===== config.mk =====
export PLATFORM = sky130hd
export DESIGN_NAME = jetp_fifo
export DESIGN_NICKNAME = d
export VERILOG_FILES = /design/src/sv/julia_escape_time_pixel_defines.svh /design/src/sv/jetp_pkg.sv /design/src/sv/jetp_fifo.sv
export SDC_FILE = /design/constraint.sdc
export NUM_CORES = 1
export LEC_CHECK = 0
export ABC_AREA = 0
export CAP_MARGIN = 40
export CELL_PAD_IN_SITES_DETAIL_PLACEMENT = 1
export CELL_PAD_IN_SITES_GLOBAL_PLACEMENT = 2
export CORE_MARGIN = 1
export CORE_UTILIZATION = 46
export CTS_CLUSTER_DIAMETER = 40
export DETAILED_ROUTE_END_ITERATION = 8
export DONT_BUFFER_PORTS = 1
export PLACE_DENSITY = 0.78
export SYNTH_ARGS = -nofsm -noshare
export SYNTH_HDL_FRONTEND = slang
export SYNTH_SLANG_ARGS = --single-unit

===== constraint.sdc =====
create_clock -name clk -period 8.6 [get_ports clk]
set_clock_uncertainty 0.15 [all_clocks]
set_input_delay 1.72 -clock clk [delete_from_list [all_inputs] [get_ports clk]]
set_output_delay 1.72 -clock clk [all_outputs]
set_load 0.02 [all_outputs]

===== src/sv/julia_escape_time_pixel_defines.svh =====
// Assertion macros for the Julia escape-time pixel block.
`ifndef JULIA_ESCAPE_TIME_PIXEL_DEFINES_SVH
`define JULIA_ESCAPE_TIME_PIXEL_DEFINES_SVH

// cond must hold in the same cycle as trig, outside reset
`define JETP_ASSERT_IMPL(name, clk, rst_n, trig, cond) \
	name: assert property (@(posedge clk) disable iff (!rst_n) (trig) |-> (cond)) \
		else $error("jetp: same-cycle check failed");

// cond must hold in the cycle after trig, outside reset
`define JETP_ASSERT_NEXT(name, clk, rst_n, trig, cond) \
	name: assert property (@(posedge clk) disable iff (!rst_n) (trig) |=> (cond)) \
		else $error("jetp: next-cycle check failed");

`endif


===== src/sv/jetp_pkg.sv =====
`timescale 1ns / 1ps
// Shared types and constants for the Julia escape-time pixel block.
package jetp_pkg;

	localparam int unsigned Z_W        = 64;
	localparam int unsigned C_W        = 32;
	localparam int unsigned C_FRAC     = 28;
	localparam int unsigned LIM_W      = 16;
	localparam int unsigned SIZE_W     = 13;
	localparam int unsigned HALF_W     = SIZE_W - 1;
	localparam int unsigned GRAY_W     = 8;
	localparam int unsigned CFG_IDX_W  = 3;
	localparam int unsigned CFG_DATA_W = 32;
	localparam int unsigned QUEUE_DEPTH = 2;

	localparam logic [LIM_W-1:0]  LIM_RESET    = 16'd256;
	localparam logic [SIZE_W-1:0] WIDTH_RESET  = 13'd640;
	localparam logic [SIZE_W-1:0] HEIGHT_RESET = 13'd480;

	typedef enum logic [CFG_IDX_W-1:0] {
		CFG_C_REAL          = 3'd0,
		CFG_C_IMAG          = 3'd1,
		CFG_ITERATION_LIMIT = 3'd2,
		CFG_IMAGE_WIDTH     = 3'd3,
		CFG_IMAGE_HEIGHT    = 3'd4
	} cfg_reg_t;

	typedef struct packed {
		logic signed [Z_W-1:0] re;
		logic signed [Z_W-1:0] im;
	} zpair_t;

	typedef struct packed {
		logic   push;
		zpair_t z;
	} q_wr_t;

	typedef struct packed {
		logic   empty;
		zpair_t z;
	} q_rd_t;

endpackage


===== src/sv/jetp_fifo.sv =====
`timescale 1ns / 1ps
// Short word queue between the front end and the iteration engine.
module jetp_fifo import jetp_pkg::*; #(
	parameter int unsigned DEPTH = 2
) (
	input  logic  clk,
	input  logic  arst_n,
	input  q_wr_t wr,
	output logic  full,
	input  logic  rd_en,
	output q_rd_t rd
);

	localparam int unsigned ADDR_W = (DEPTH > 1) ? $clog2(DEPTH) : 1;
	localparam int unsigned CNT_W  = $clog2(DEPTH + 1);

	zpair_t             mem_q [DEPTH];
	logic [ADDR_W-1:0]  wr_ptr_q, rd_ptr_q;
	logic [CNT_W-1:0]   cnt_q;
	logic               do_wr, do_rd;

	assign full     = (cnt_q == CNT_W'(DEPTH));
	assign rd.empty = (cnt_q == '0);
	assign rd.z     = mem_q[rd_ptr_q];
	assign do_wr    = wr.push && !full;
	assign do_rd    = rd_en && !rd.empty;

	always_ff @(posedge clk or negedge arst_n) begin
		if (!arst_n) begin
			wr_ptr_q <= '0;
			rd_ptr_q <= '0;
			cnt_q    <= '0;
		end else begin
			if (do_wr) begin
				wr_ptr_q <= (wr_ptr_q == ADDR_W'(DEPTH - 1)) ? '0 : wr_ptr_q + ADDR_W'(1);
			end
			if (do_rd) begin
				rd_ptr_q <= (rd_ptr_q == ADDR_W'(DEPTH - 1)) ? '0 : rd_ptr_q + ADDR_W'(1);
			end
			if (do_wr && !do_rd) begin
				cnt_q <= cnt_q + CNT_W'(1);
			end else if (do_rd && !do_wr) begin
				cnt_q <= cnt_q - CNT_W'(1);
			end
		end
	end

	always_ff @(posedge clk) begin
		if (do_wr) begin
			mem_q[wr_ptr_q] <= wr.z;
		end
	end

endmodule


After elaboration in Yosys (flattened, before gate mapping)
Memory sizes are Yosys's and may differ from the RTL's. Cells that the tools add are included.

Add/subtract/negate cells: 4. Equal/unequal tests: 1. Reductions and logical operators: 10. Bitwise operators: 0. Shift-type cells: 0. $lt $le $gt $ge: 0. Div/mod/pow operators: 0. Muxes and demuxes: 6. Multipliers: 0.

Operator list (number): logical AND 1 bit (4); logical NOT 1 bit (4); 2-to-1 mux 1 bit (4); 2-to-1 mux 2 bit (2); adder 1 bit (second input constant) (2); adder 2 x 1 -> 2 bit (second input constant) (1); == test 2 bit (second input constant) (1); logical NOT 2 bit (1); nonzero test 2 bit (1); subtractor 2 x 1 -> 2 bit (second input constant) (1).

Bits in latches: 0. Word-level logic and storage cells: 25. Bits in writable memories: 256. Bits in read-only memories: 0. Memories kept: 1. Register bits: 4. Input port bits: 132.

Memory list: mem_q (depth 2, bits a word 128, read ports 1, clocked after Yosys merged registers in 0, write ports 1, line jetp_fifo.sv:17) `zpair_t mem_q [DEPTH];`.

Logic depth before layout (Yosys ltp)
Gate-level depths: netlist of run 1.

Word-level depth: 7. Depth in mapped cells: 7. Mapped depth without buffers: 7.

Worst setup path after synthesis of run 1
OpenSTA, ideal clock, no wires.

Path type: input-to-reg. From: in wr[128] in the netlist's numbering. To: mem mem_q[0][0] in the netlist's numbering, enable pin. Cell stages on the path: 2. Data required time: 7.834 ns. Setup slack: 0.706 ns. Arrival time: 7.127 ns. Path through: nand2_1 -> nor2_1.

Word-level cells in the longest chain between the ends: 3.

RTL lines: from (decl) (line jetp_fifo.sv:8) `input q_wr_t wr,`; logical AND 1 bit (line jetp_fifo.sv:25) `assign do_wr = wr.push && !full;`; 2-to-1 mux 1 bit (line jetp_fifo.sv:49) `if (do_wr) begin`; 2-to-1 mux 1 bit (implied by the code) (line jetp_fifo.sv:50) `mem_q[wr_ptr_q] <= wr.z;`; to (decl) (line jetp_fifo.sv:17).

Every way passes these cells.

==> results.py, run 1 <==
metrics = {
    "global_route": {
        "grt.total_usage_pct": 16.3,
        "grt_pass1_wl_microns": 25800,
        "grt_max_degree": 70,
        "grt_pass1_vias": 4342,
        "antenna_found_initial": 0,
        "overflow": 0,
    },
    "power": {
        "power.share.switching_pct": 30.8,
        "ir_worst_vdd_uv": 210,
        "power.internal_mw": 3.04,
        "p_switching_mw": 1.35,
        "p_seq_share_pct": 42.4,
        "power_density_nw_per_um2": 401,
        "p_leak_nw": 3.60,
        "clockPowerShare_pct": 33.3,
        "power_frac_comb_pct": 24.3,
    },
    "critical_path": {
        "endpoint_kind": "output port",
        "r2r-start": "cnt_q[0]$_DFFE_PN0P_",
        "slowest_stage": "dfrtp_4",
        "critPathMaxStageDelay_ps": 920,
        "start_kind": "flip-flop",
        "reg2reg_to": "mem_q[0][2]$_DFFE_PP_",
        "path_class": "flip-flop to output port",
        "path_cells": "buf_4 -> mux2_2",
        "crit_arrival_ps": 2870,
        "reg2reg_depth": 4,
        "crit_required_ps": 6730,
        "path_max_fanout": 69,
        "r2r_setup_slack_ps": 6450,
    },
    "cts": {
        "cts_tree": "yes",
        "cts.sinks": 260,
        "cts_hold_buf": 0,
        "cts_resized": 0,
        "root_buffer": "clkbuf_16",
        "cts_made_buffers": 35,
        "clk_pin_slew_ps": 50,
        "h-tree-depth": 2,
        "post-cts-setup-buffers": 0,
        "clk_latency_ps": 490,
        "ctsLongestPathBuffers": 3,
    },
    "synthesis": {
        "ys_types": 14,
        "seq_area_frac_synth_pct": 82.2,
        "ys_warn_count": 0,
        "synth-seq-cells": 260,
        "synth.avg_cell_area_sq_um": 22.7,
        "netlist_area_sq_um": 9480,
        "syn_nets": 550,
        "synthCells": 417,
    },
    "cells_and_area": {
        "nets": 578,
        "drive_above_1_share_pct": 40.2,
        "final_cell_mix": "edfxtp_1, mux2_2, clkbuf_16, bufinv_16, clkbuf_1",
        "stdcell_area_sq_um": 11000,
        "syn2layout_area_growth_pct": 15.6,
        "mostFrequentLayoutCell": "edfxtp_1",
        "n_antenna_cell": 0,
    },
    "worst_hold_path": {
        "holdCritPathClass": "flip-flop to flip-flop",
        "whs_endpoint": "wr_ptr_q$_DFFE_PN0P_",
        "min_from": "wr_ptr_q$_DFFE_PN0P_",
        "hold_depth": 1,
    },
    "sta": {
        "worst_pin_slew_ps": 905,
        "slew_viol_final": 0,
        "finalCriticalPeriod_ps": 4740,
        "rsz0062_at_grt": "false",
        "fmax_ghz": 0.211,
        "hold_viol": 0,
        "slew_headroom_pct": 39.7,
        "worst_slack_ps": 3860,
        "final-setup-viol-count": 0,
        "final.period_utilization_pct": 55.2,
        "final.setup.tns_ps": 0,
    },
    "status": {
        "failed_checks": "DRC",
        "status": "finished, violations left",
    },
    "run": {
        "cap_violations": 0,
    },
    "placed_design": {
        "pre_cts_slack_ps": 4330,
        "port_buffers": 0,
        "gp_congestion": 0.759,
        "dp_hpwl_microns": 11200,
        "place_area_sq_um": 9740,
    },
    "floorplan": {
        "ios": 262,
        "die_w_microns": 146,
        "dieHeight_microns": 146,
        "rows": 52,
        "die_area_sq_um": 21200,
        "coreArea_sq_um": 20200,
        "start_util_pct": 46.8,
    },
    "detailed_routing": {
        "wl_per_cell_microns": 23.5,
        "routed_wirelength_microns": 17400,
        "via_per_inst": 5.34,
        "first_pass_iters": 6,
        "ant_nets": 0,
        "dr_total_vias": 3952,
        "route.detailed.drc": 1,
        "dr.first_iter.drc_count": 179,
    },
}
## power by group through the flow
stage	logic, mW	clock network (mW)	registers [mW]
2_1_floorplan	1.00	0	1.85
3_3_place_gp	1.05	0	1.87
3_5_place_dp	1.08	0	1.90
4_1_cts	1.09	1.50	1.87
5_1_grt	1.12	1.54	1.90
6_report	1.07	1.47	1.86
## worst max-delay path: cells and delay by family, from the launching register on
| kind | cells | cell delay [ps] |
|---|---|---|
| buffers and inverters | 1 | 820 |
| DFF | 1 | 920 |
| muxes | 1 | 490 |
## flip-flops by register name, indices dropped and copies added (netlist names)
register  cells
rd_ptr_q      1
mem_q       256
cnt_q         2
wr_ptr_q      1
## layer usage
metal,routed length (microns),up-vias,global-route usage (%)
li1,-,1721,-
met1,5880,1995,16.2
met2,9070,200,28.5
met3,1940,36,7.99
met4,518,0,7.79
met5,0,-,0
## metrics by stage
stage	hold WS (ps)	util (%)	instances	total power, mW
2_1_floorplan	311	-	417	2.86
3_3_place_gp	349	48.0	677	2.93
3_5_place_dp	371	48.1	678	2.98
4_1_cts	416	54.1	740	4.47
5_1_grt	424	54.1	740	4.56
6_report	406	54.1	740	4.40
## worst max path at each step
| stage | startpoint | end | slack (ps) | cells after the start |
|---|---|---|---|---|
| 6_report | rd_ptr_q$_DFFE_PN0P_ | rd[112] | 3860 | 2 |
| 2_1_floorplan | wr[128] | mem_q[0][0]$_DFFE_PP_ | 710 | 2 |
| 5_1_grt | rd_ptr_q$_DFFE_PN0P_ | rd[112] | 3650 | 2 |
| 3_5_place_dp | rd_ptr_q$_DFFE_PN0P_ | rd[14] | 4330 | 2 |
| 4_1_cts | rd_ptr_q$_DFFE_PN0P_ | rd[14] | 3800 | 2 |
| 3_3_place_gp | rd_ptr_q$_DFFE_PN0P_ | rd[14] | 4410 | 2 |
## kinds of logic after synthesis
group,after synthesis,synth area share [%]
buffers and inverters,16,1.68
multiplexers,128,15.2
XOR/XNOR,5,0.462
adder cells (fa/ha/maj),1,0.132
AO/OA/AOI/OAI,1,0.0528
flip-flops,260,82.2
AND/OR/NAND/NOR,6,0.291
## synth_stat cells
cell type | count | area [sq um]
nand2b_1 | 1 | 6.26
nand2_1 | 1 | 3.75
and3_1 | 1 | 6.26
buf_6 | 13 | 146
edfxtp_1 | 256 | 7690
nor2_1 | 3 | 11.3
o21ai_0 | 1 | 5.00
ha_1 | 1 | 12.5
xnor2_1 | 3 | 26.3
mux2_2 | 128 | 1440
buf_2 | 1 | 5.00
inv_1 | 2 | 7.51
dfrtp_1 | 4 | 100
xor2_1 | 2 | 17.5
## cell type report
class,instances,area (sq um)
inverters,2,7.51
clock inverters,20,269
clock buffers,42,945
flip-flops and latches,260,7790
well taps,270,338
fillers,1703,9280
repair buffers,5,57.6
multi-input cells,141,1540
No activity file was read; power rests on OpenSTA's default activity.
==> inputs of run 2 (changes only) <==
--- a/config.mk
+++ b/config.mk
@@ -10,11 +10,11 @@
 export CELL_PAD_IN_SITES_DETAIL_PLACEMENT = 1
 export CELL_PAD_IN_SITES_GLOBAL_PLACEMENT = 2
 export CORE_MARGIN = 1
-export CORE_UTILIZATION = 46
+export CORE_UTILIZATION = 41
 export CTS_CLUSTER_DIAMETER = 40
 export DETAILED_ROUTE_END_ITERATION = 8
 export DONT_BUFFER_PORTS = 1
-export PLACE_DENSITY = 0.78
+export PLACE_DENSITY = 0.74
 export SYNTH_ARGS = -nofsm -noshare
 export SYNTH_HDL_FRONTEND = slang
 export SYNTH_SLANG_ARGS = --single-unit
==> constraint.sdc (replaced) <==
create_clock -name clk -period 4.1 [get_ports clk]
set_clock_uncertainty 0.15 [all_clocks]
set_input_delay 0.82 -clock clk [delete_from_list [all_inputs] [get_ports clk]]
set_output_delay 0.82 -clock clk [all_outputs]
set_load 0.02 [all_outputs]
==> run 2 against run 1 <==
The flow now finishes without violations. Non-clock buffer count grew 2. Design area shrank 0.50%. Core utilization shrank 6.0 points. Sequential cell count is the same. Power grew 100%. Critical endpoint is now rd[65]. Highest routed layer is now met5. Largest cell class unchanged. Die area grew 12%.
==> results.py, run 2 (same netlist as run 1, synthesis figures left out) <==
metrics = {
    "cells_and_area": {
        "syn2layout_area_growth_pct": 15.0,
        "drive_above_1_share_pct": 39.4,
        "largest_register_ffs": 256,
        "mostFrequentLayoutCell": "edfxtp_1",
        "reg_top3": "mem_q x256, cnt_q x2",
        "final_cell_mix": "edfxtp_1, mux2_2, clkbuf_16, clkbuf_1, clkinv_1",
        "nets": 580,
        "regMostFlops": "mem_q",
        "layoutNonFillerInstCount": 755,
        "n_antenna_cell": 0,
    },
    "sta": {
        "worst_slack_ps": 884,
        "finalCriticalPeriod_ps": 3220,
        "slew_viol_final": 0,
        "final-setup-viol-count": 0,
        "fmax_ghz": 0.311,
        "worst_pin_slew_ps": 735,
        "rsz0062_at_grt": "false",
        "final.period_utilization_pct": 78.4,
        "slew_headroom_pct": 51.0,
        "final.setup.tns_ps": 0,
        "hold_viol": 0,
    },
    "cts": {
        "cts_tree": "yes",
        "post-cts-setup-buffers": 0,
        "cts_resized": 0,
        "cts.sinks": 260,
        "ctsLongestPathBuffers": 3,
        "clk_latency_ps": 480,
        "clk_pin_slew_ps": 60,
        "root_buffer": "clkbuf_16",
        "h-tree-depth": 2,
        "cts_made_buffers": 35,
    },
    "placed_design": {
        "gp_congestion": 0.776,
        "dp_hpwl_microns": 11300,
        "dp_cells": 694,
        "port_buffers": 0,
        "pre_cts_slack_ps": 1340,
    },
    "floorplan": {
        "dieHeight_microns": 154,
        "start_util_pct": 41.9,
        "rows": 55,
        "die_w_microns": 154,
        "ios": 262,
        "die_area_sq_um": 23700,
        "coreArea_sq_um": 22600,
    },
    "detailed_routing": {
        "first_pass_iters": 4,
        "ant_nets": 0,
        "wl_per_cell_microns": 23.1,
        "routed_wirelength_microns": 17500,
        "dr.first_iter.drc_count": 169,
        "dr_total_vias": 3930,
        "via_per_inst": 5.21,
        "route.detailed.drc": 0,
    },
    "power": {
        "ir_worst_vdd_uv": 409,
        "p_leak_nw": 3.56,
        "power_density_nw_per_um2": 823,
    },
    "global_route": {
        "grt_pass1_wl_microns": 25200,
        "grt_max_degree": 84,
        "grt.total_usage_pct": 14.3,
        "grt_pass1_vias": 4185,
        "overflow": 0,
        "antenna_found_initial": 2,
    },
    "critical_path": {
        "path_max_fanout": 42,
        "path_class": "flip-flop to output port",
        "crit_arrival_ps": 2250,
        "endpoint_kind": "output port",
        "path_cells": "buf_4 -> mux2_2",
        "crit_required_ps": 3130,
        "start_kind": "flip-flop",
        "critPathMaxStageDelay_ps": 800,
        "r2r_setup_slack_ps": 1820,
        "slowest_stage": "dfrtp_4",
    },
    "status": {
        "status": "complete, no violations",
    },
    "run": {
        "cap_violations": 0,
    },
    "worst_hold_path": {
        "holdCritPathClass": "input port to flip-flop",
    },
}
[run 2: area by class of cell]
type | count | area, sq um
fillers | 1997 | 11700
repair buffers | 7 | 100
clock inverters | 15 | 141
inverters | 2 | 7.51
flip-flops and latches | 260 | 7790
clock buffers | 45 | 956
multi-input cells | 141 | 1540
well taps | 285 | 357
[run 2: worst paths after layout]
check                           cells after the start                  from                 endpoint
worst max-delay path                                2  rd_ptr_q$_DFFE_PN0P_                   rd[65]
worst min-delay path                                0                wr[60]   mem_q[1][60]$_DFFE_PP_
worst max register to register                      3  cnt_q[0]$_DFFE_PN0P_  mem_q[1][114]$_DFFE_PP_
worst min register to register                      1  cnt_q[1]$_DFFE_PN0P_     cnt_q[1]$_DFFE_PN0P_
max in group asynchronous                           1                arst_n     rd_ptr_q$_DFFE_PN0P_
min in group asynchronous                           1                arst_n     cnt_q[0]$_DFFE_PN0P_
[run 2: report_power, final]
group          switching (mW)  internal (mW)  total (mW)
sequential              0.227           3.64        3.87
combinational            1.57          0.734        2.30
clock                    1.03           1.77        2.80
total                    2.82           6.15        8.97
[run 2: timing repair]
item / 4_1_cts / 5_1_grt
hold buffers: 1 / 0
endpoints found under the hold margin: 4 / 0
endpoints found under the setup margin: 0 / 0
[run 2: metrics by stage]
step | utilization (%) | cell area (sq um) | power, mW | hold WS, ps
5_1_grt | 48.1 | 10900 | 9.32 | 240
6_report | 48.1 | 10900 | 8.97 | 270
2_1_floorplan | - | 9490 | 5.92 | 330
4_1_cts | 48.1 | 10900 | 9.11 | 245
3_3_place_gp | 43.1 | 9760 | 6.17 | 352
3_5_place_dp | 43.2 | 9790 | 6.27 | 375
[run 2: routing by layer]
metal	track usage, %	wire, microns	part of all wire (%)	up-vias
met2	24.5	8910	51	190
met4	5.33	355	2.0	2
met5	0	13	0.074	-
met1	14.9	6150	35	1991
li1	-	-	-	1717
met3	7.41	2040	12	30
[run 2: critical path: cells and delay by family (launching register included)]
kind | cells | cell delay [ps]
mux | 1 | 460
buf+inv | 1 | 460
flops | 1 | 800
