===== src/sv/julia_escape_time_pixel_defines.svh =====
// Assertion macros for the Julia escape-time pixel block.
`ifndef JULIA_ESCAPE_TIME_PIXEL_DEFINES_SVH
`define JULIA_ESCAPE_TIME_PIXEL_DEFINES_SVH

// cond must hold in the same cycle as trig, outside reset
`define JETP_ASSERT_IMPL(name, clk, rst_n, trig, cond) \
	name: assert property (@(posedge clk) disable iff (!rst_n) (trig) |-> (cond)) \
		else $error("jetp: same-cycle check failed");

// cond must hold in the cycle after trig, outside reset
`define JETP_ASSERT_NEXT(name, clk, rst_n, trig, cond) \
	name: assert property (@(posedge clk) disable iff (!rst_n) (trig) |=> (cond)) \
		else $error("jetp: next-cycle check failed");

`endif


===== src/sv/jetp_pkg.sv =====
`timescale 1ns / 1ps
// Shared types and constants for the Julia escape-time pixel block.
package jetp_pkg;

	localparam int unsigned Z_W        = 64;
	localparam int unsigned C_W        = 32;
	localparam int unsigned C_FRAC     = 28;
	localparam int unsigned LIM_W      = 16;
	localparam int unsigned SIZE_W     = 13;
	localparam int unsigned HALF_W     = SIZE_W - 1;
	localparam int unsigned GRAY_W     = 8;
	localparam int unsigned CFG_IDX_W  = 3;
	localparam int unsigned CFG_DATA_W = 32;
	localparam int unsigned QUEUE_DEPTH = 2;

	localparam logic [LIM_W-1:0]  LIM_RESET    = 16'd256;
	localparam logic [SIZE_W-1:0] WIDTH_RESET  = 13'd640;
	localparam logic [SIZE_W-1:0] HEIGHT_RESET = 13'd480;

	typedef enum logic [CFG_IDX_W-1:0] {
		CFG_C_REAL          = 3'd0,
		CFG_C_IMAG          = 3'd1,
		CFG_ITERATION_LIMIT = 3'd2,
		CFG_IMAGE_WIDTH     = 3'd3,
		CFG_IMAGE_HEIGHT    = 3'd4
	} cfg_reg_t;

	typedef struct packed {
		logic signed [Z_W-1:0] re;
		logic signed [Z_W-1:0] im;
	} zpair_t;

	typedef struct packed {
		logic   push;
		zpair_t z;
	} q_wr_t;

	typedef struct packed {
		logic   empty;
		zpair_t z;
	} q_rd_t;

endpackage


===== src/sv/jetp_front.sv =====
`timescale 1ns / 1ps
// Front end: maps a pixel to its start point with two restoring dividers.
module jetp_front import jetp_pkg::*; #(
	parameter int unsigned FRAC_BITS = 28,
	parameter int unsigned DIM_BITS  = 12
) (
	input  logic                clk,
	input  logic                arst_n,
	input  logic                push,
	output logic                full,
	input  logic [DIM_BITS-1:0] pixel_x,
	input  logic [DIM_BITS-1:0] pixel_y,
	input  logic [SIZE_W-1:0]   image_width,
	input  logic [SIZE_W-1:0]   image_height,
	output q_wr_t               q_wr,
	input  logic                q_full
);

	localparam int unsigned LANES  = 2;
	localparam int unsigned QUO_W  = FRAC_BITS + 2;
	localparam int unsigned DIFF_W = (DIM_BITS > HALF_W) ? DIM_BITS : HALF_W;
	localparam int unsigned NUM_W  = DIFF_W + 1;
	localparam int unsigned CMP_W  = (NUM_W > HALF_W + 2) ? NUM_W : HALF_W + 2;
	localparam int unsigned CNT_W  = $clog2(QUO_W + 1);

	typedef enum logic [2:0] {
		F_IDLE = 3'b001,
		F_DIV  = 3'b010,
		F_PUSH = 3'b100
	} fstate_t;

	fstate_t                 state_q;
	logic [CNT_W-1:0]        cnt_q;
	logic [HALF_W-1:0]       hs_q;
	logic                    neg_q  [LANES];
	logic                    sat_q  [LANES];
	logic [HALF_W-1:0]       rem_q  [LANES];
	logic [1:0]              bits_q [LANES];
	logic [QUO_W-1:0]        quo_q  [LANES];

	logic [HALF_W-1:0]       hw, hh, hs;
	logic [DIFF_W-1:0]       p_in    [LANES];
	logic [DIFF_W-1:0]       h_in    [LANES];
	logic [DIFF_W-1:0]       diff_in [LANES];
	logic [NUM_W-1:0]        num_in  [LANES];
	logic                    neg_in  [LANES];
	logic                    sat_in  [LANES];
	logic [HALF_W:0]         rs      [LANES];
	logic [HALF_W:0]         rsub    [LANES];
	logic                    ge      [LANES];
	logic [HALF_W-1:0]       rem_nx  [LANES];
	logic [Z_W-1:0]          mag     [LANES];
	logic signed [Z_W-1:0]   val     [LANES];
	logic                    accept;

	assign accept = push && !full;
	assign full   = (state_q != F_IDLE);
	assign hw     = image_width[SIZE_W-1:1];
	assign hh     = image_height[SIZE_W-1:1];

	always_comb begin
		hs = (hw > hh) ? hw : hh;
		if (hs == '0) begin
			hs = HALF_W'(1);
		end
		p_in[0] = DIFF_W'(pixel_x);
		p_in[1] = DIFF_W'(pixel_y);
		h_in[0] = DIFF_W'(hw);
		h_in[1] = DIFF_W'(hh);
		for (int l = 0; l < LANES; l++) begin
			neg_in[l]  = p_in[l] < h_in[l];
			diff_in[l] = neg_in[l] ? (h_in[l] - p_in[l]) : (p_in[l] - h_in[l]);
			num_in[l]  = {diff_in[l], 1'b0};
			// beyond four the start point clamps to +-4.0
			sat_in[l]  = CMP_W'(num_in[l]) >= (CMP_W'(hs) << 2);
			rs[l]      = {rem_q[l], bits_q[l][1]};
			rsub[l]    = rs[l] - {1'b0, hs_q};
			ge[l]      = rs[l] >= {1'b0, hs_q};
			rem_nx[l]  = ge[l] ? rsub[l][HALF_W-1:0] : rs[l][HALF_W-1:0];
			mag[l]     = sat_q[l] ? (Z_W'(4) << FRAC_BITS) : Z_W'(quo_q[l]);
			val[l]     = neg_q[l] ? -$signed(mag[l]) : $signed(mag[l]);
		end
	end

	assign q_wr.push = (state_q == F_PUSH) && !q_full;
	assign q_wr.z.re = val[0];
	assign q_wr.z.im = val[1];

	always_ff @(posedge clk or negedge arst_n) begin
		if (!arst_n) begin
			state_q <= F_IDLE;
			cnt_q   <= '0;
		end else begin
			case (state_q)
				F_IDLE: begin
					if (accept) begin
						state_q <= F_DIV;
						cnt_q   <= CNT_W'(QUO_W);
					end
				end
				F_DIV: begin
					cnt_q <= cnt_q - CNT_W'(1);
					if (cnt_q == CNT_W'(1)) begin
						state_q <= F_PUSH;
					end
				end
				F_PUSH: begin
					if (!q_full) begin
						state_q <= F_IDLE;
					end
				end
				default: state_q <= F_IDLE;
			endcase
		end
	end

	always_ff @(posedge clk) begin
		if (accept) begin
			hs_q <= hs;
			for (int l = 0; l < LANES; l++) begin
				neg_q[l]  <= neg_in[l];
				sat_q[l]  <= sat_in[l];
				rem_q[l]  <= HALF_W'(num_in[l] >> 2);
				bits_q[l] <= num_in[l][1:0];
				quo_q[l]  <= '0;
			end
		end else if (state_q == F_DIV) begin
			for (int l = 0; l < LANES; l++) begin
				rem_q[l]  <= rem_nx[l];
				bits_q[l] <= {bits_q[l][0], 1'b0};
				quo_q[l]  <= {quo_q[l][QUO_W-2:0], ge[l]};
			end
		end
	end

endmodule


===== config.mk =====
export PLATFORM = sky130hd
export DESIGN_NAME = jetp_front
export DESIGN_NICKNAME = d
export VERILOG_FILES = /design/src/sv/julia_escape_time_pixel_defines.svh /design/src/sv/jetp_pkg.sv /design/src/sv/jetp_front.sv
export SDC_FILE = /design/constraint.sdc
export NUM_CORES = 1
export LEC_CHECK = 0
export BUFFER_PORTS_ARGS = -buffer_cell sky130_fd_sc_hd__buf_2
export CELL_PAD_IN_SITES_DETAIL_PLACEMENT = 0
export CELL_PAD_IN_SITES_GLOBAL_PLACEMENT = 1
export CORE_MARGIN = 5
export CORE_UTILIZATION = 47
export CTS_CLUSTER_SIZE = 16
export DETAILED_ROUTE_END_ITERATION = 10
export PLACE_DENSITY = 0.95
export SYNTH_ARGS = -nofsm -noshare
export SYNTH_HDL_FRONTEND = slang
export SYNTH_SLANG_ARGS = --single-unit

===== constraint.sdc =====
create_clock -name clk -period 10.8 [get_ports clk]
set_clock_uncertainty 0.05 [all_clocks]
set_input_delay 1.08 -clock clk [delete_from_list [all_inputs] [get_ports clk]]
set_output_delay 1.08 -clock clk [all_outputs]
set_load 0.02 [all_outputs]

# == Word-level counts from Yosys, hierarchy flattened ==
# Memory sizes are Yosys's and may differ from the RTL's.
# Index checks and enable logic that the tools add are counted.
# op_classes
mux,27
order_cmp,7
n_reduce_logical,8
eq_ne,8
addsub,9
n_bitwise,6
# op_table
operator,count
64-bit two-way mux,2
31-bit negator with 64-bit output,2
12-bit two-way mux,8
12-bit subtractor,6
31-bit two-way mux,2
30-bit two-way mux,2
13-bit by 14-bit >= comparator with 1-bit output,2
13-bit by 12-bit >= comparator with 1-bit output,2
12-bit < comparator,2
12-bit greater-than comparator,1
12-bit zero test,1
5-bit one-hot mux with 2 select lines,1
3-bit two-way mux,3
3-bit one-hot mux with 3 select lines,1
1-bit two-way mux,7
2-bit inequality test (second input constant),3
1-bit OR,6
5-bit by 1-bit equality test with 1-bit output (second input constant),1
5-bit two-way mux,1
5-bit by 1-bit subtractor with 5-bit output (second input constant),1
3-bit by 1-bit equality test with 1-bit output (second input constant),1
3-bit by 2-bit equality test with 1-bit output (second input constant),1
3-bit equality test (second input constant),1
3-bit by 1-bit inequality test with 1-bit output (second input constant),1
5 further kinds,7
# totals
wordCells,73
in_bits,54
n_memories,5
regBits,20
mem_bits_rw,90
output_inout_bits,130
# mem_list
name,words,word_bits,read_ports,rd_ports_with_merged_regs,write_ports,line_no,source
quo_q,2,30,2,0,2,jetp_front.sv:39,logic [QUO_W-1:0] quo_q [LANES];
rem_q,2,12,2,0,2,jetp_front.sv:37,logic [HALF_W-1:0] rem_q [LANES];
bits_q,2,1,2,0,2,jetp_front.sv:38,logic [1:0] bits_q [LANES];
neg_q,2,1,2,0,2,jetp_front.sv:35,logic neg_q [LANES];
sat_q,2,1,2,0,2,jetp_front.sv:36,logic sat_q [LANES];

# == Logic depth before layout (Yosys ltp) ==
# Gate-level depths: netlist of the first run.
# logic_depth
depth_word,6
mapped_depth,20
ltp_nobuf,18

# == Worst setup path after synthesis of the first run ==
# Ideal clock, no wire load.
# synth_timing
path_type,register -> output
startpoint,mem sat_q[1][0] (netlist: sat_q[0][1])
endpoint,out q_wr[48] (netlist bit)
n_path_buf,5
slack_ns,6.170
required_ns,9.670
stages_incl_launch_ff,15
arrival_ns,3.500
cell_sequence,edfxtp_1 clkbuf_1 clkbuf_1 clkinv_1 clkbuf_1 nand2_1 ha_1 o21ai_1 or3_1 o21bai_1 nor3_2 o21ai_2 buf_2 o41a_1 buf_4
# synth_lines
item,line_no,source
start: declaration,jetp_front.sv:36,
end: declaration,jetp_front.sv:15,"output q_wr_t q_wr,"

==> results_dict.tcl, run 1 <==
set metrics [dict create \
    status "completed" \
    rsz0062_at_grt "false" \
    ir_worst_vdd_mv 0.138 \
    cp_max_fo 15 \
    pwr-share-clk 0.106 \
    first_pass_iters 5 \
    cts_buffers 9 \
    fin_ws_ns 5.15 \
    cts_max_path_buffers 2 \
    layout-drive-gt1-share 0.182 \
    vias_per_cell 5.67 \
    clk_latency_ns 0.35 \
    rr_worst_depth 10 \
    post-route-period-util 0.523 \
    holdBufCountCts 0 \
    start_kind "input port" \
    ff_latch_area_um2 3260 \
    synthTopCellsByArea "edfxtp_1 (28%), ha_1 (12%), a21oi_1 (4.0%)" \
    nets 1600 \
    wl_per_cell_um 16.1 \
    start_util 0.476 \
    grt_pass1_vias 9268 \
    r2r_end "rem_q[0][4]" \
    swShare 0.491 \
    multiInputGateArea_um2 7160 \
    power_mw 3.12 \
    power_switching_mw 1.54 \
    grt.total_usage 0.204 \
    cts-resized-gates 0 \
    crit_type "in -> reg" \
    cts_root_buf "clkbuf_16" \
    antenna_cells 0 \
    cap_violations 0 \
    dp_hpwl_um 21600 \
    grt_antenna_before_repair 0 \
    cts_htree_levels 3 \
    drc 0 \
    die_h_um 164 \
    fillCellCount 2220 \
    synth-async-reset-ratio 0.0727 \
    setup_viol 0 \
    synthTopCellsByCount "nand2_1 (112), nor2_1 (109), ha_1 (108), edfxtp_1 (102), inv_1 (95)" \
    syn_area_per_cell_um2 8.55 \
    yosysSeqAreaShare 0.293 \
    drt-total-wl_um 28300 \
    holdWs_ns 0.483 \
    power_leakage_nw 5.66 \
    io_buffers 181 \
    ys.flop_type "edfxtp_1" \
    path_clk_slew_ns 0.08 \
    hold_depth 1 \
    hp-start "state_q[0]" \
    cp_data_arrival_time_ns 5.71 \
    final-hold-violation-count 0 \
    cellPowerDensity_nw_per_um2 250 \
    p_comb_frac 0.616 \
    ios 184 \
    max_freq_mhz 177 \
    finalMaxSlewViolations 0 \
    r2r_start "hs_q[1]" \
    yosys.area.top_type_share 0.275 \
    synth-seq-cells 110 \
    cts.sinks 110 \
    path_cells "buf_2, inv_1, ha_1, nor2b_1, o21a_1, o21a_1, o21ai_0, a21oi_1, buf_4, mux2i_1, inv_1, o41ai_1, ha_1, nand2_1, a21boi_0, o21ai_0, a21oi_1, nor3b_1, a221o_1, a221oi_1" \
    place_ws_ns 4.89 \
    p_int_mw 1.59 \
    post_cts_buffers 0 \
    fp.dieW_um 164 \
    grt_first_pass_wirelength_um 45800 \
    die_area_um2 26900 \
    yosysWarningCount 0 \
    grt-ovfl-total 0 \
    seq_power_share 0.278 \
    reg2reg_slack_ns 7.32 \
    core_area_um2 23400 \
    max_stage_delay_ns 0.70 \
    synthCells 1302 \
    grt_max_degree 87 \
    slew_headroom 0.211 \
    yosys.area.top_type "edfxtp_1" \
    routabilityCongestion 0.892 \
    cts_tree "yes" \
    required_ns 10.86 \
    fin_setup_tns_ns 0 \
    yosysMostFrequentCell "nand2_1" \
    post-route-min-period_ns 5.65 \
    tightest_slew_ns 1.18 \
    synthToLayoutAreaGrowth_pct 12.2 \
    rows 56 \
    drt-initial-drc-count 698 \
    syn_nets 1470 \
    hp-class "reg -> reg" \
    synth_edf_count 102 \
    whs_endpoint "state_q[2]" \
    cp_slowest_cell "o41ai_1" \
    via_count 9957 \
    synthDistinctLibCells 87 \
    syn-cell-area_um2 11100 \
    ant_nets 0 \
    endpoint_kind "register" \
]
[power by group through the flow]
stage               registers, mW  logic (mW)  clock network (mW)
finish                      0.869        1.92               0.332
global route                0.896        2.12               0.355
CTS                         0.867        1.93               0.338
detailed placement          0.877        1.92                   0
global placement            0.869        1.88                   0
floorplan                   0.823        1.46                   0
[critical path: cells and delay by family]
family,cells,cell delay [ns]
compound gates,10,2.71
fa+ha+maj,2,0.54
buf+inv,4,0.73
mux,1,0.40
simple gates,3,0.25
[sequential cells by signal, indices dropped and copies added (netlist names)]
signal	flops
quo_q	60
rem_q	24
hs_q	12
cnt_q	5
state_q	3
bits_q	2
neg_q	2
sat_q	2
[metrics by stage]
step	utilization	cells	area, µm²
finish	0.533	1756	12500
global route	0.533	1756	12500
CTS	0.533	1756	12500
detailed placement	0.521	1740	12200
global placement	0.521	1740	12200
floorplan	-	1302	11100
[layout make-up]
type / instances / share of cell area
tap: 319 / 0.0320
inverter: 99 / 0.0298
multi-input combinational: 1019 / 0.574
timing repair buffer: 193 / 0.0798
sequential: 110 / 0.262
clock buffer: 9 / 0.0180
clock inverter: 7 / 0.00531
[routing by layer]
layer	wire length, µm	vias up	track usage
li1	-	4968	-
met1	13100	4591	0.288
met2	12500	358	0.333
met3	2040	40	0.0281
met4	562	0	0.0530
met5	0	-	0
[layout by cell type (no fill, tap or decap), drive strengths merged, types with 8 or more instances in the layout]
| cell | count |
|---|---|
| a211oi | 9 |
| a21o | 30 |
| a21oi | 90 |
| a31oi | 15 |
| and2 | 8 |
| and3 | 61 |
| buf | 193 |
| clkbuf | 9 |
| edfxtp | 102 |
| ha | 108 |
| inv | 101 |
| mux2 | 12 |
| mux2i | 25 |
| nand2 | 112 |
| nand2b | 23 |
| nand3 | 15 |
| nor2 | 121 |
| nor2b | 37 |
| nor3 | 24 |
| nor4 | 16 |
| o21a | 15 |
| o21ai | 75 |
| o31ai | 20 |
| o41a | 15 |
| or3 | 10 |
| xnor2 | 43 |
| xor2 | 23 |
[worst max path at each step]
stage / slack (ns) / to / start / cells after the start
detailed placement: 4.89 / sat_q[0][1] / image_height[2] / 20
floorplan: 6.17 / q_wr[48] / sat_q[0][1] / 14
finish: 5.15 / sat_q[0][1] / image_height[2] / 20
global route: 4.72 / sat_q[0][1] / image_height[2] / 20
global placement: 5.01 / sat_q[0][1] / image_height[2] / 20
CTS: 5.24 / sat_q[0][1] / image_height[2] / 20
[kinds of logic (layout without fill, tap and decap cells)]
logic type / count (synthesis) / count (layout) / share of synthesized area
AO/OA/AOI/OAI: 348 / 348 / 0.215
XOR/XNOR: 66 / 66 / 0.0519
adder cells (fa/ha/maj): 114 / 114 / 0.132
buffers and inverters: 173 / 308 / 0.0643
flip-flops: 110 / 110 / 0.293
multiplexers: 37 / 37 / 0.0350
AND/OR/NAND/NOR: 454 / 454 / 0.209
Power figures use the tool's default switching activity.
==> run 2: changes to the inputs <==
--- a/config.mk
+++ b/config.mk
@@ -9,10 +9,10 @@
 export CELL_PAD_IN_SITES_DETAIL_PLACEMENT = 0
 export CELL_PAD_IN_SITES_GLOBAL_PLACEMENT = 1
 export CORE_MARGIN = 5
-export CORE_UTILIZATION = 47
+export CORE_UTILIZATION = 44
 export CTS_CLUSTER_SIZE = 16
 export DETAILED_ROUTE_END_ITERATION = 10
-export PLACE_DENSITY = 0.95
+export PLACE_DENSITY = 0.92
 export SYNTH_ARGS = -nofsm -noshare
 export SYNTH_HDL_FRONTEND = slang
 export SYNTH_SLANG_ARGS = --single-unit
==> constraint.sdc (replaced) <==
create_clock -name clk -period 5.6 [get_ports clk]
set_clock_uncertainty 0.05 [all_clocks]
set_input_delay 0.56 -clock clk [delete_from_list [all_inputs] [get_ports clk]]
set_output_delay 0.56 -clock clk [all_outputs]
set_load 0.02 [all_outputs]
==> results_dict.tcl, run 2 (synthesis gave the netlist of run 1 again) <==
set metrics [dict create \
    rsz0062_at_grt "false" \
    cellPowerDensity_nw_per_um2 482 \
    tightest_slew_ns 1.17 \
    clk_latency_ns 0.35 \
    nets 1605 \
    grt.total_usage 0.194 \
    path_clk_slew_ns 0.07 \
    cts_root_buf "clkbuf_16" \
    fin_setup_tns_ns 0 \
    core_area_um2 25000 \
    place_area_um2 12200 \
    finalMaxSlewViolations 0 \
    holdWs_ns 0.463 \
    grt-ovfl-total 0 \
    final_common_cell "buf_2" \
    layout-drive-gt1-share 0.183 \
    die_area_um2 28600 \
    largest_registers "quo_q (60), rem_q (24), hs_q (12)" \
    first_pass_iters 5 \
    p_int_mw 3.07 \
    ios 184 \
    ff_latch_area_um2 3260 \
    post-route-min-period_ns 4.55 \
    seq_power_share 0.279 \
    post_cts_buffers 0 \
    power_switching_mw 2.97 \
    multiInputGateArea_um2 7160 \
    cp_slowest_cell "o41ai_1" \
    cts_htree_levels 3 \
    regMostFlops "quo_q" \
    grt_first_pass_wirelength_um 46900 \
    dp_hpwl_um 21900 \
    cp_data_arrival_time_ns 4.64 \
    cts.sinks 110 \
    via_count 9979 \
    cts-resized-gates 0 \
    ant_nets 0 \
    setup_viol 0 \
    hp-class "in -> reg" \
    start_kind "input port" \
    cap_violations 0 \
    max_stage_delay_ns 0.66 \
    cp_max_fo 8 \
    cts_buffers 9 \
    cts_tree "yes" \
    io_buffers 181 \
    grt_max_degree 87 \
    wl_per_cell_um 16.2 \
    power_mw 6.04 \
    die_h_um 169 \
    largest_reg_flops 60 \
    synthToLayoutAreaGrowth_pct 12.6 \
    slew_headroom 0.223 \
    path_cells "buf_2, inv_1, ha_1, nor2b_1, o21a_1, o21a_1, o21ai_0, a21oi_1, mux2i_1, inv_1, o41ai_1, ha_1, nand2_1, a21boi_0, o21ai_0, a21oi_1, nor3b_1, a221o_1, a221oi_1" \
    crit_type "in -> reg" \
    fp.dieW_um 169 \
    swShare 0.492 \
    max_freq_mhz 220 \
    grt_antenna_before_repair 0 \
    reg2reg_slack_ns 2.12 \
    layout_common_cells "buf_2 (182), nand2_1 (111), nor2_1 (108), ha_1 (108), edfxtp_1 (102)" \
    required_ns 5.69 \
    fin_area_um2 12500 \
    grt_pass1_vias 9411 \
    holdBufCountCts 1 \
    cts_max_path_buffers 2 \
    antenna_cells 0 \
    endpoint_kind "register" \
    status "completed" \
    final-hold-violation-count 0 \
    ir_worst_vdd_mv 0.262 \
    routabilityCongestion 0.904 \
    pwr-share-clk 0.105 \
    fillCellCount 2422 \
    vias_per_cell 5.63 \
    power_leakage_nw 5.68 \
    drt-initial-drc-count 591 \
    drt-total-wl_um 28700 \
    drc 0 \
    start_util 0.445 \
    rows 58 \
    p_comb_frac 0.615 \
    post-route-period-util 0.813 \
]
[run 2: changes by cell type in the layout (fill, tap and decap cells not counted), sizes merged]
cell / change
buf: +4
clkinv: +1
inv: -1
dlygate4sd3: +1
[run 2: final timing paths]
kind | startpoint | end | cells past startpoint
max | image_height[2] | sat_q[0][1] | 19
min | push | state_q[0] | 4
max reg2reg | hs_q[1] | rem_q[0][13] | 11
min reg2reg | cnt_q[4] | cnt_q[4] | 2
max in group asynchronous | arst_n | state_q[0] | 2
min in group asynchronous | arst_n | state_q[2] | 2
[run 2: routing by layer]
metal	wire length, µm	vias to the layer above	share of wire	global-route usage
met5	0	-	0	0
met4	506	0	0.018	0.0473
met3	2070	36	0.072	0.0292
met2	12800	345	0.44	0.318
met1	13400	4620	0.47	0.270
li1	-	4978	-	-
[run 2: layout make-up]
| class | count | share of cell area |
|---|---|---|
| Tap cell | 330 | 0.0329 |
| Timing Repair Buffer | 198 | 0.0825 |
| Multi-Input combinational cell | 1019 | 0.571 |
| Sequential cell | 110 | 0.260 |
| Clock buffer | 9 | 0.0180 |
| Clock inverter | 7 | 0.00519 |
| Inverter | 99 | 0.0297 |
[run 2: power by group through the flow]
stage          Combinational, mW  Sequential [mW]  Clock, mW
2_1_floorplan               2.82             1.59          0
3_3_place_gp                3.64             1.69          0
3_5_place_dp                3.70             1.70          0
4_1_cts                     3.72             1.68      0.646
5_1_grt                     4.11             1.74      0.677
6_report                    3.72             1.69      0.635
[run 2: through the flow]
stage               instances  setup WS, ns  utilization
detailed placement       1754         0.733        0.488
global placement         1754         0.864        0.488
floorplan                1302          1.49            -
finish                   1772          1.05        0.501
global route             1772         0.599        0.501
CTS                      1771          1.08        0.500
[run 2: critical path, delay by kind of cell]
kind	cells	cell delay, ns
compound gates	10	2.45
fa+ha+maj	2	0.55
mux	1	0.43
simple gates	3	0.26
buf+inv	3	0.41
